`config.mk`:
```
export PLATFORM = sky130hd
export DESIGN_NAME = onb_sqrt
export DESIGN_NICKNAME = d
export VERILOG_FILES = /design/src/design/onb_pkg.sv /design/src/design/onb_sqrt.sv
export SDC_FILE = /design/constraint.sdc
export NUM_CORES = 1
export LEC_CHECK = 0
export BUFFER_PORTS_ARGS = -buffer_cell sky130_fd_sc_hd__buf_2
export CORE_UTILIZATION = 42
export CTS_CLUSTER_DIAMETER = 150
export DETAILED_ROUTE_END_ITERATION = 6
export PLACE_DENSITY_LB_ADDON = 0.25
export SETUP_SLACK_MARGIN = 0.4
export SLEW_MARGIN = 15
export SYNTH_ARGS = -nofsm -noshare
export SYNTH_HDL_FRONTEND = slang
export SYNTH_SLANG_ARGS = --single-unit
```
`constraint.sdc`:
```
create_clock -name clk -period 3.45 [get_ports clk]
set_clock_uncertainty 0.05 [all_clocks]
set_input_delay 0.345 -clock clk [delete_from_list [all_inputs] [get_ports clk]]
set_output_delay 0.345 -clock clk [all_outputs]
set_load 0.005 [all_outputs]
```
`src/design/onb_pkg.sv`:
```
// Package for the orthonormal basis block: widths, the lane record and the default scale.
// No dependencies; every other design file refers to it by scoped names.
`timescale 1ns / 1ps

package onb_pkg;

  // Default fraction bits of the results (Q2.14)
  localparam int ONB_FRAC_BITS = 14;

  localparam int COMP_W = 16;  // width of one vector component on the ports
  localparam int SQ_W   = 64;  // squares and squared norms

  // One result component on its way into the normalizer
  typedef struct packed {
    logic            neg;  // sign of the component after the selected sign is applied
    logic [SQ_W-1:0] sq;   // component squared
    logic [SQ_W-1:0] nsq;  // squared norm of the whole vector
  } lane_in_t;

endpackage

```
`src/design/onb_sqrt.sv`:
```
// Pipelined integer square root, two radicand bits per stage, then round, sign and saturate.
// Depends on the quotient format of onb_div; uses onb_pkg.
`timescale 1ns / 1ps

module onb_sqrt #(
  parameter int FRAC_BITS = onb_pkg::ONB_FRAC_BITS
) (
  input  logic                      clk,
  input  logic                      en,
  input  logic [2*FRAC_BITS+2:0]    quo,
  input  logic                      neg,
  output logic signed [onb_pkg::COMP_W-1:0] res
);

  localparam int SW = FRAC_BITS + 2;
  localparam int RW = 2 * SW;

  logic [SW+1:0] rem  [SW-1];
  logic [RW-1:0] rad  [SW-1];
  logic [SW-1:0] root [SW];
  logic          negs [SW];

  for (genvar k = 0; k < SW; k++) begin : g_st
    logic [SW+1:0] rprev;
    logic [RW-1:0] dprev;
    logic [SW-1:0] oprev;
    logic          nprev;
    logic [SW+2:0] cur;
    logic [SW+2:0] trial;
    logic          ge;

    if (k == 0) begin : g_first
      assign rprev = '0;
      assign dprev = RW'(quo);
      assign oprev = '0;
      assign nprev = neg;
    end else begin : g_next
      assign rprev = rem[k-1];
      assign dprev = rad[k-1];
      assign oprev = root[k-1];
      assign nprev = negs[k-1];
    end

    assign cur   = {rprev[SW:0], dprev[RW-1:RW-2]};
    assign trial = {1'b0, oprev, 2'b01};
    assign ge    = cur >= trial;

    always_ff @(posedge clk) begin
      if (en) begin
        root[k] <= {oprev[SW-2:0], ge};
        negs[k] <= nprev;
      end
    end

    if (k < SW - 1) begin : g_carry
      always_ff @(posedge clk) begin
        if (en) begin
          rem[k] <= ge ? (SW+2)'(cur - trial) : (SW+2)'(cur);
          rad[k] <= {dprev[RW-3:0], 2'b00};
        end
      end
    end
  end

  // round to nearest odd-step boundary, then sign and clamp to 16 bits
  logic [SW:0]  rsum;
  logic [32:0]  rmag;
  assign rsum = (SW+1)'(root[SW-1]) + (SW+1)'(1);
  assign rmag = 33'(rsum[SW:1]);

  always_ff @(posedge clk) begin
    if (en) begin
      if (negs[SW-1]) begin
        res <= (rmag > 33'd32768) ? 16'sh8000 : 16'(-rmag);
      end else begin
        res <= (rmag > 33'd32767) ? 16'sh7fff : 16'(rmag);
      end
    end
  end

endmodule

```
# Word level (Yosys, flattened, before mapping)
# Memory sizes are Yosys's and may differ from the RTL's.
# Cells that the tools add are included.
[word_totals] latch_bits=0 register_bits=16 ramBits=992 mem_bits_ro=0 in_bits=34 output_inout_bits=16 memories=4 wordCells=60
[mem_list] name="rad" depth=15 width=30 read_ports=15 rd_ports_with_merged_regs=0 wr=15 line="onb_sqrt.sv:19" rtl="logic [RW-1:0] rad [SW-1];"
[mem_list] name="rem" depth=15 width=18 read_ports=15 rd_ports_with_merged_regs=0 wr=15 line="onb_sqrt.sv:18" rtl="logic [SW+1:0] rem [SW-1];"
[mem_list] name="root" depth=16 width=16 read_ports=16 rd_ports_with_merged_regs=0 wr=16 line="onb_sqrt.sv:20" rtl="logic [SW-1:0] root [SW];"
[mem_list] name="negs" depth=16 width=1 read_ports=16 rd_ports_with_merged_regs=0 wr=16 line="onb_sqrt.sv:21" rtl="logic negs [SW];"
[classes] order_cmp=18 n_eq_ne=0 bitwise_logic=0 muxes=20 n_mul=0 shifts=0 n_addsub=17 reduce_logical=0 div=0
[op_table] op="19-bit by 18-bit >= comparator with 1-bit output" n=15
[op_table] op="18-bit two-way mux" n=15
[op_table] op="18-bit subtractor" n=14
[op_table] op="16-bit two-way mux" n=3
[op_table] op="16-bit by 1-bit adder with 17-bit output, second input constant" n=1
[op_table] op="16-bit by 15-bit greater-than comparator with 1-bit output, second input constant" n=1
[op_table] op="16-bit greater-than comparator, second input constant" n=1
[op_table] op="16-bit negation" n=1
[op_table] op="1-bit two-way mux" n=2
[op_table] op="1-bit by 1-bit subtractor with 2-bit output, second input constant" n=1
[op_table] op="1-bit >= comparator, second input constant" n=1

# Logic depth before layout (Yosys ltp)
# Gate-level depths: netlist of run 1.
# An unclocked memory read counts as a cell.
[depth] depth_word=5 ltp_mapped=11 ltp_nobuf=10

# Least setup slack after synthesis of run 1
# OpenSTA, ideal clock, no wires.
[synth_timing] path_kind="flip-flop to flip-flop" startpoint="memory rem[1][18] in the netlist's numbering" endpoint="memory rem[1][41] in the netlist's numbering (data pin)" slack_ps=705 path_stages_with_launch=10 setup_time_ps=260 synth_period_minus_slack_ps=2745 arrival_ps=2435 t_required_ps=3140 n_path_buf=1 path_cell_list="edfxtp_1 -> ha_1 -> or3_1 -> o22ai_1 -> o21ai_1 -> a21oi_1 -> nor2_1 -> nor3_2 -> buf_2 -> mux2_2"
[synth_rtl] element="start, declared" line="onb_sqrt.sv:18"

==> metrics, run 1 <==
status=finished, final reports clean; Design Area, Final=33,900 um^2; Setup-failing EPs final=0; Pwr Density=603 nW/um^2; Post-synth top cells=edfxtp_1 (641), inv_1 (176), ha_1 (155), a21oi_1 (137), nor2_1 (137); TritonCTS clock tree=built; largest net degree at the start of global routing=101; diode count=0; Setup TNS=0 ns; Mean Syn Cell Area=13.3 um^2; Design Power=20.4 mW; worst-skew pair later-pin latency=0.62 ns; hold path start=en; Root Buffer Master=clkbuf_16; Total Routing Usage GR=14.9%; syn_nets=2,413; vias per inst=5.15; reg2reg end=rem[0][66]$_DFFE_PP_; routed len/inst=15.6 um; Post-Place Cells=3,210; fmax=343 MHz; Final Non-Filler Cells=3,369; Post-Syn Instances=2,224; Die Area=71,700 um^2; startpoint of the worst register-to-register path=rem[0][40]$_DFFE_PP_; Worst EP required=3.76 ns; share of cells above drive strength 1=10.4%; Port Buf Inserts=49; die height=268 um; final cycle utilization of the critical path=84.5%; io pins=50; most area-consuming cells after synthesis=edfxtp_1 (65%), ha_1 (6.5%), xnor2_1 (2.9%); Leak=12.9 nW; Post-Synth Adder-Cell Area=6.54%; final slew viol count=0; P&R area growth vs syn=14.4%; CP Class=register to register; Worst setup EP type=register; GRT overflow=0; register area share after synthesis=64.9%; min cycle time layout=2.92 ns; Starting DRT DRC Count=1,208; Nets=2,566; Hold Path End=rad[0][0]$_DFFE_PP_; XOR/XNOR share of the synthesized area=5.61%; flop2flop setup slack=0.53 ns; post-synthesis simple-gate area fraction=9.72%; WHS Path Cells=1; clk buf depth=3; Core Util, Final=48.5%; Detailed Place HPWL=37,300 um; Final WS setup=0.534 ns; vias in the first global route=17,000; gpl congestion=0.891; final WL=52,700 um; CP Data Arrival Time=3.23 ns; number of synthesized register bits=641; worst hold path type=input port to register; area fraction of the dominant cell type after synthesis=64.9%; H-Tree Depth=3; placed inst area=31,300 um^2; DRC Markers=0; # rows=97; Worst R2R Path Depth=6; initial core utilization=42.4%; Horiz. Die Dim=268 um; startpoint types=register; Routed Antenna Nets=0; Post-synth EDFFs=641; Rel. slew slack=47.1%; YS warnings=0; drt first pass iters=5; core footprint=69,900 um^2; mux share of post-synthesis cell area=1.53%; hold_ws=0.108 ns; unrepaired setup endpoints after global routing=no; Vias=17,400; dpl ws=0.393 ns; Slew @ Worst Pin=0.794 ns; final hold violation count=0; Unique masters post-synth=72; clk sinks=641; ys async rst share=0%; clk slew on worst S/H paths=0.06 ns; main combinational cell family by area after synthesis=simple AND/OR/NAND/NOR gates; compound-cell area share of the yosys netlist=8.96%; total of max-cap violations=0; first-pass GRT wire length=85,900 um; initial antenna violation count=0; total CTS buffers=71; post-synth top area cell=edfxtp_1; top_reg_cell synth=edfxtp_1; crit-path max FO=12; VDD IR-drop max=0.398 mV; count leader, synth=edfxtp_1; post-synthesis cell area=29,700 um^2
[critical path: stages (launching register included)]
cell,delay (ns)
edfxtp_1,0.44
or4_1,0.58
or3_1,0.41
or4_1,0.74
and3b_1,0.29
nand2b_1,0.09
xnor2_1,0.06
[worst max path at each step]
stage | start | to | slack, ns | depth (start not counted)
after floorplan | rem[1][18]$_DFFE_PP_ | rem[1][41]$_DFFE_PP_ | 0.71 | 9
after global placement | rem[1][96]$_DFFE_PP_ | rem[1][112]$_DFFE_PP_ | 0.43 | 9
after detailed placement | rem[1][96]$_DFFE_PP_ | rem[1][116]$_DFFE_PP_ | 0.39 | 9
after CTS | rem[1][54]$_DFFE_PP_ | rem[1][80]$_DFFE_PP_ | 0.41 | 8
after global routing | rem[0][40]$_DFFE_PP_ | rem[0][68]$_DFFE_PP_ | 0.40 | 6
final | rem[0][40]$_DFFE_PP_ | rem[0][66]$_DFFE_PP_ | 0.53 | 6
[registers in the layout, summed over array words and instances, names as in the netlist]
signal  flops
rad       240
negs       16
res        16
rem       233
root      136
[repair_timing]
action | 4_1_cts | 5_1_grt
hold buffers | 32 | 0
endpoints found under the hold margin | 32 | 0
pin swaps | 0 | 1
setup endpoints to repair | 5 | 49
buffers inserted | 0 | 2
gates resized for setup | 1 | 15
[power breakdown]
part	total (mW)	switching [mW]	internal (mW)
registers	10.1	0.487	9.65
logic	3.01	1.65	1.36
clock network	7.30	3.08	4.22
[logic make-up (layout without fill, tap and decap cells)]
kind of cell	count (synthesis)	count (layout)
AOI/OAI and AO/OA	429	429
xor gates and xnor gates	190	190
adders and majority gates	155	155
buffers and inverters	210	415
DFF	641	641
muxes	41	41
other	1	1
and+or+nand+nor	557	557
[cell usage in the layout, fill, tap and decap left out, drive strengths merged, types with 6 or more instances in the layout]
master	Yosys	layout
o21ai	107	107
dlygate4sd3	0	32
nor4	22	22
a31oi	12	12
nand2	121	121
a22oi	6	6
nand4b	10	10
nor3	53	53
o31a	8	8
nand4	22	22
a21oi	137	137
o21a	39	39
clkbuf	20	87
mux2i	6	6
a211oi	9	9
ha	155	155
o211ai	14	14
nand3b	6	6
nand3	37	37
and3	14	14
edfxtp	641	641
nand2b	26	26
a21o	27	27
o31ai	21	21
or2	15	15
and4	8	8
xor2	91	91
or3	24	24
nor2b	24	24
mux2	35	35
clkinv	0	25
buf	13	81
xnor2	99	99
nor2	137	137
or4	19	19
inv	177	181
[final cells by class]
cell class                      instances  area, um^2
Tap cell                              940        1180
Multi-Input combinational cell       1373        9650
Timing Repair Buffer                  113         932
Clock inverter                         38         428
Clock buffer                           87        1840
Inverter                              177         664
Sequential cell                       641       19200
Fill cell                            6121       36000
[layer usage]
| layer | vias up | track usage [%] | wire length, um |
|---|---|---|---|
| met5 | - | 0 | 0 |
| met4 | 0 | 5.73 | 1300 |
| li1 | 8615 | - | - |
| met1 | 8313 | 19.5 | 23900 |
| met3 | 104 | 2.29 | 1990 |
| met2 | 326 | 25.0 | 25500 |
Power figures use the tool's default switching activity.
==> inputs of run 2 (changes only) <==
==> constraint.sdc (replaced) <==
create_clock -name clk -period 2.56 [get_ports clk]
set_clock_uncertainty 0.05 [all_clocks]
set_input_delay 0.256 -clock clk [delete_from_list [all_inputs] [get_ports clk]]
set_output_delay 0.256 -clock clk [all_outputs]
set_load 0.005 [all_outputs]
==> run 2 against run 1 <==
Die area stayed put. Clock-buffer cell count is 3 lower. Register-to-register slack worse by 0.54 ns. Global-route usage increased by 1.6 points. Worst hold slack worse by 0.063 ns. Sequential power is 36% higher. Fmax rose by 14%. The flow now finishes with violations (setup timing). Largest cell class unchanged. Routed wire length grew 17%.
==> metrics, run 2 (synthesized netlist as in run 1, its figures left out) <==
Leak=15.6 nW (+21%); Worst setup EP type=register; gpl congestion=0.880 (-1.2%); failing checks=setup timing; final cycle utilization of the critical path=100% (+16 points); unrepaired setup endpoints after global routing=yes; reg2reg end=rem[1][39]$_DFFE_PP_; GRT overflow=0 (unchanged); share of cells above drive strength 1=39.3% (+29 points); Port Buf Inserts=49 (unchanged); Worst EP required=2.86 ns (-0.90 ns); Starting DRT DRC Count=1,271 (+5.2%); TritonCTS clock tree=built; Nets=2,944 (+15%); Detailed Place HPWL=38,900 um (+4.2%); startpoint of the worst register-to-register path=rem[1][19]$_DFFE_PP_; Biggest register=rad; drt first pass iters=6 (+1); diode count=0 (unchanged); placed inst area=33,400 um^2 (+6.8%); min cycle time layout=2.56 ns (-0.354 ns); die height=268 um (unchanged); highest-count cells in the layout ignoring fill and taps=edfxtp_1 (641), buf_4 (308), inv_1 (145), nand2_1 (87), xor2_1 (87); multi-input logic area=13,000 um^2 (+34%); Design Power=30.6 mW (+50%); largest net degree at the start of global routing=67 (-34%); dpl ws=-0.152 ns (-0.545 ns); routed len/inst=16.5 um (+5.2%); Post-Place Cells=3,342 (+4.1%); Routed Antenna Nets=0 (unchanged); Slew @ Worst Pin=0.535 ns (-0.259 ns); final hold violation count=0 (unchanged); Layout fillers=5,393 (-12%); flop2flop setup slack=-0.001 ns (-0.54 ns); clk sinks=641 (unchanged); Hold Path End=rad[0][1]$_DFFE_PP_; Final WS setup=-0.00115 ns (-0.536 ns); startpoint types=register; WHS Path Cells=1 (unchanged); crit-path max FO=7 (-5); worst-skew pair later-pin latency=0.62 ns (about the same); Total Routing Usage GR=16.5% (+1.6 points); final slew viol count=0 (unchanged); commonest non-fill, non-tap cell in the layout=edfxtp_1; total of max-cap violations=0 (unchanged); hold path start=en; final WL=61,700 um (+17%); CP Class=register to register; total CTS buffers=70 (-1.4%); core footprint=69,900 um^2 (unchanged); DRC Markers=0 (unchanged); Final Non-Filler Cells=3,749 (+11%); FF/Latch Area=19,200 um^2 (unchanged); H-Tree Depth=3 (unchanged); worst hold path type=input port to register; Pwr Density=748 nW/um^2 (+24%); vias in the first global route=19,100 (+12%); Horiz. Die Dim=268 um (unchanged); clk buf depth=3 (unchanged); Setup-failing EPs final=1 (+1); hold_ws=0.0456 ns (-0.0627 ns); vias per inst=5.15 (about the same); Die Area=71,700 um^2 (unchanged); io pins=50 (unchanged); initial core utilization=42.4% (unchanged); clk slew on worst S/H paths=0.06 ns (about the same); Vias=19,300 (+11%); Root Buffer Master=clkbuf_16; P&R area growth vs syn=38.0%; fmax=390 MHz (+14%); biggest regs=rad x240, rem x233, root x136; Rel. slew slack=64.0% (+17 points); status=finished with violations; max reg flops=240 (unchanged); first-pass GRT wire length=95,700 um (+11%); VDD IR-drop max=0.777 mV (+95%); Design Area, Final=40,900 um^2 (+21%); # rows=97 (unchanged); CP Data Arrival Time=2.87 ns (-0.36 ns); initial antenna violation count=0 (unchanged); Worst R2R Path Depth=9 (+3)
run 2: cell types whose count changed in the layout (fill, tap and decap cells not counted), moves of 43 or more:
cell | before | now
buf_6 | 1 | 59
o21ai_0 | 103 | 40
a21oi_1 | 136 | 80
o21ai_2 | 0 | 43
ha_4 | 0 | 61
buf_4 | 22 | 308
ha_1 | 154 | 80
nor2_1 | 137 | 81
a21oi_2 | 1 | 51
run 2: timing repair:
item	in CTS	in global routing
setup endpoints to repair	238	251
setup buffers	133	105
hold endpoints to repair	32	0
pin swaps	126	138
gates resized for setup	290	314
hold buffers	32	0
gates cloned	10	1
run 2: report_power, final:
part           leakage, nW  switching (mW)  internal [mW]  total (mW)
Sequential            6.14           0.698           13.0        13.7
Combinational         8.34            3.18           3.44        6.62
Clock                 1.14            4.16           6.13        10.3
run 2: routing by layer:
layer / GRT usage, % / up-vias / share of wire, %
met1: 21.8 / 9431 / 44
met4: 5.99 / 0 / 2.4
li1: - / 9388 / -
met2: 27.7 / 366 / 50
met3: 2.57 / 119 / 3.6
met5: 0 / - / 0
run 2: critical path: stages, from the launching register on:
cell	delay, ns
edfxtp_1	0.43
ha_4	0.19
or3_4	0.39
o22ai_4	0.21
o21ai_4	0.08
a21oi_2	0.19
nor2_2	0.07
nor3_4	0.22
buf_6	0.19
mux2_4	0.30
run 2: worst max path at each step:
stage	start	end	slack [ns]	cells after the start
after floorplan	rem[1][19]$_DFFE_PP_	rem[1][41]$_DFFE_PP_	-0.05	9
after global placement	root[1][17]$_DFFE_PP_	rem[1][40]$_DFFE_PP_	-0.06	10
after detailed placement	root[1][17]$_DFFE_PP_	rem[1][38]$_DFFE_PP_	-0.15	10
after CTS	rem[1][18]$_DFFE_PP_	rem[1][40]$_DFFE_PP_	0.01	9
after global routing	rem[1][18]$_DFFE_PP_	rem[1][42]$_DFFE_PP_	-0.11	9
final	rem[1][19]$_DFFE_PP_	rem[1][39]$_DFFE_PP_	-0.001	9
run 2: area by class of cell:
cell class,instances,share of cell area [%]
clock inverter,42,1.39
tap,940,2.87
clock buffer,84,4.41
timing repair buffer,492,10.9
inverter,177,1.69
sequential,641,47.0
multi-input combinational,1373,31.7
run 2: per-stage QoR:
stage,util [%],TNS (ns)
2_1_floorplan,-,-0.375
3_3_place_gp,47.8,-0.261
5_1_grt,58.5,-1.57
6_report,58.5,-0.00115
4_1_cts,55.3,0
3_5_place_dp,47.8,-1.31
==> inputs of run 3 (changes only) <==
--- a/config.mk
+++ b/config.mk
@@ -11,6 +11,7 @@
 export DETAILED_ROUTE_END_ITERATION = 6
 export PLACE_DENSITY_LB_ADDON = 0.25
 export SETUP_SLACK_MARGIN = 0.4
+export SKIP_LAST_GASP = 1
 export SLEW_MARGIN = 15
 export SYNTH_ARGS = -nofsm -noshare
 export SYNTH_HDL_FRONTEND = slang
==> run 3 against run 2 <==
The run still ends with setup timing left. Non-clock buffer count unchanged. Utilization down 0.30 points. Sequential cell count unchanged. Worst setup slack worse by 0.0015 ns. Critical endpoint unchanged. Largest cell class unchanged.
==> metrics, run 3 (synthesized netlist as in run 1, its figures left out) <==
status=finished with violations; failing checks=setup timing; drt first pass iters=5 (-1); largest net degree at the start of global routing=67 (unchanged); H-Tree Depth=3 (unchanged); Horiz. Die Dim=268 um (unchanged); max reg flops=240 (unchanged); CP Class=register to register; Starting DRT DRC Count=1,191 (-6.3%); highest-count cells in the layout ignoring fill and taps=edfxtp_1 (641), buf_4 (312), inv_1 (145), nand2_1 (88), xnor2_1 (88); fmax=390 MHz (about the same); final hold violation count=0 (unchanged); total of max-cap violations=0 (unchanged); final cycle utilization of the critical path=100% (about the same); Vias=19,200 (-0.45%); Biggest register=rad; Slew @ Worst Pin=0.535 ns (+0.0000547 ns); initial antenna violation count=0 (unchanged); hold_ws=0.0459 ns (+0.000245 ns); min cycle time layout=2.56 ns (+0.00150 ns); clk slew on worst S/H paths=0.06 ns (about the same); initial core utilization=42.4% (unchanged); Rel. slew slack=64.0% (about the same); Routed Antenna Nets=0 (unchanged); GRT overflow=0 (unchanged); Total Routing Usage GR=16.5% (unchanged); Detailed Place HPWL=38,900 um (unchanged); biggest regs=rad x240, rem x233, root x136; Design Power=30.5 mW (-0.28%); DRC Markers=0 (unchanged); Die Area=71,700 um^2 (unchanged); Worst EP required=2.86 ns (about the same); io pins=50 (unchanged); die height=268 um (unchanged); startpoint types=register; routed len/inst=16.4 um (-0.37%); Pwr Density=750 nW/um^2 (+0.23%); Leak=15.5 nW (-0.55%); TritonCTS clock tree=built; vias per inst=5.13 (-0.45%); crit-path max FO=7 (unchanged); diode count=0 (unchanged); Port Buf Inserts=49 (unchanged); Final WS setup=-0.00264 ns (-0.00150 ns); VDD IR-drop max=0.777 mV (about the same); final slew viol count=0 (unchanged); dpl ws=-0.152 ns (unchanged); Worst setup EP type=register; Nets=2,944 (unchanged); gpl congestion=0.880 (unchanged); clk buf depth=3 (unchanged); P&R area growth vs syn=37.3%; first-pass GRT wire length=95,700 um (unchanged); Setup-failing EPs final=2 (+1); vias in the first global route=19,100 (unchanged); worst hold path type=input port to register; clk sinks=641 (unchanged); # rows=97 (unchanged); share of cells above drive strength 1=38.7% (-0.57 points); worst-skew pair later-pin latency=0.62 ns (about the same); commonest non-fill, non-tap cell in the layout=edfxtp_1; unrepaired setup endpoints after global routing=yes; Root Buffer Master=clkbuf_16; total CTS buffers=70 (unchanged); core footprint=69,900 um^2 (unchanged); Layout fillers=5,414 (+0.39%); final WL=61,500 um (-0.37%); CP Data Arrival Time=2.87 ns (about the same)
==> run 3: changes by cell type in the layout (fill, tap and decap cells not counted), moves of 3 or more <==
| cell | change |
|---|---|
| o21ai_1 | +4 |
| xnor2_1 | +4 |
| nor2_4 | -4 |
| buf_4 | +4 |
| buf_6 | -3 |
| nand2_4 | -3 |
| nor2_2 | +3 |
| nor3_4 | -3 |
| xnor2_2 | -4 |
| mux2_2 | +3 |
| mux2_4 | -3 |
| a21oi_1 | +3 |
==> run 3: critical path, stage by stage, from the launching register on <==
cell and delay, ns:
edfxtp_1 0.43, ha_4 0.19, or3_4 0.39, o22ai_4 0.21, o21ai_4 0.08, a21oi_2 0.19
nor2_2 0.07, nor3_4 0.22, buf_6 0.19, mux2_4 0.30
==> run 3: routing by layer <==
| metal | up-vias | part of all wire (%) | track usage [%] |
|---|---|---|---|
| met5 | - | 0 | 0 |
| met4 | 0 | 2.3 | 5.99 |
| li1 | 9380 | - | - |
| met1 | 9368 | 44 | 21.8 |
| met2 | 367 | 50 | 27.7 |
| met3 | 103 | 3.9 | 2.57 |
==> run 3: cell type report <==
cell class / instances / area [um^2] / area share [%]
clock buffer: 84 / 1800 / 4.43
clock inverter: 42 / 571 / 1.40
inverter: 177 / 679 / 1.67
multi-input combinational: 1373 / 12800 / 31.4
sequential: 641 / 19200 / 47.3
tap: 940 / 1180 / 2.89
timing repair buffer: 492 / 4440 / 10.9
==> run 3: report_power, final <==
part	switching, mW	total, mW	internal (mW)	leakage [nW]
combinational	3.14	6.54	3.40	8.25
clock	4.17	10.3	6.13	1.14
sequential	0.694	13.7	13.0	6.14
==> run 3: path summary, 6_finish.rpt <==
check | startpoint | endpoint | slack (ns) | cells past startpoint
worst max-delay path | rem[1][19]$_DFFE_PP_ | rem[1][39]$_DFFE_PP_ | -0.003 | 9
worst min-delay path | en | rad[0][1]$_DFFE_PP_ | 0.05 | 1
worst max register to register | rem[1][19]$_DFFE_PP_ | rem[1][39]$_DFFE_PP_ | -0.003 | 9
worst min register to register | rad[1][23]$_DFFE_PP_ | rad[1][55]$_DFFE_PP_ | 0.36 | 0
==> run 3: repair_timing <==
action                                 CTS  global route
setup endpoints to repair              238           251
hold buffers                            32             0
resized for setup                      290           272
endpoints found under the hold margin   32             0
pin swaps                              126           131
cloned                                  10             1
setup buffers                          133           105
==> run 3: metrics by stage <==
step | utilization, % | setup TNS, ns | instance area [um^2] | std cells
after floorplan | - | -0.375 | 30800 | 2224
after global placement | 47.8 | -0.261 | 33400 | 3342
after detailed placement | 47.8 | -1.31 | 33400 | 3342
after CTS | 55.3 | 0 | 38700 | 3643
after global routing | 58.2 | -1.69 | 40700 | 3749
final | 58.2 | -0.00359 | 40700 | 3749
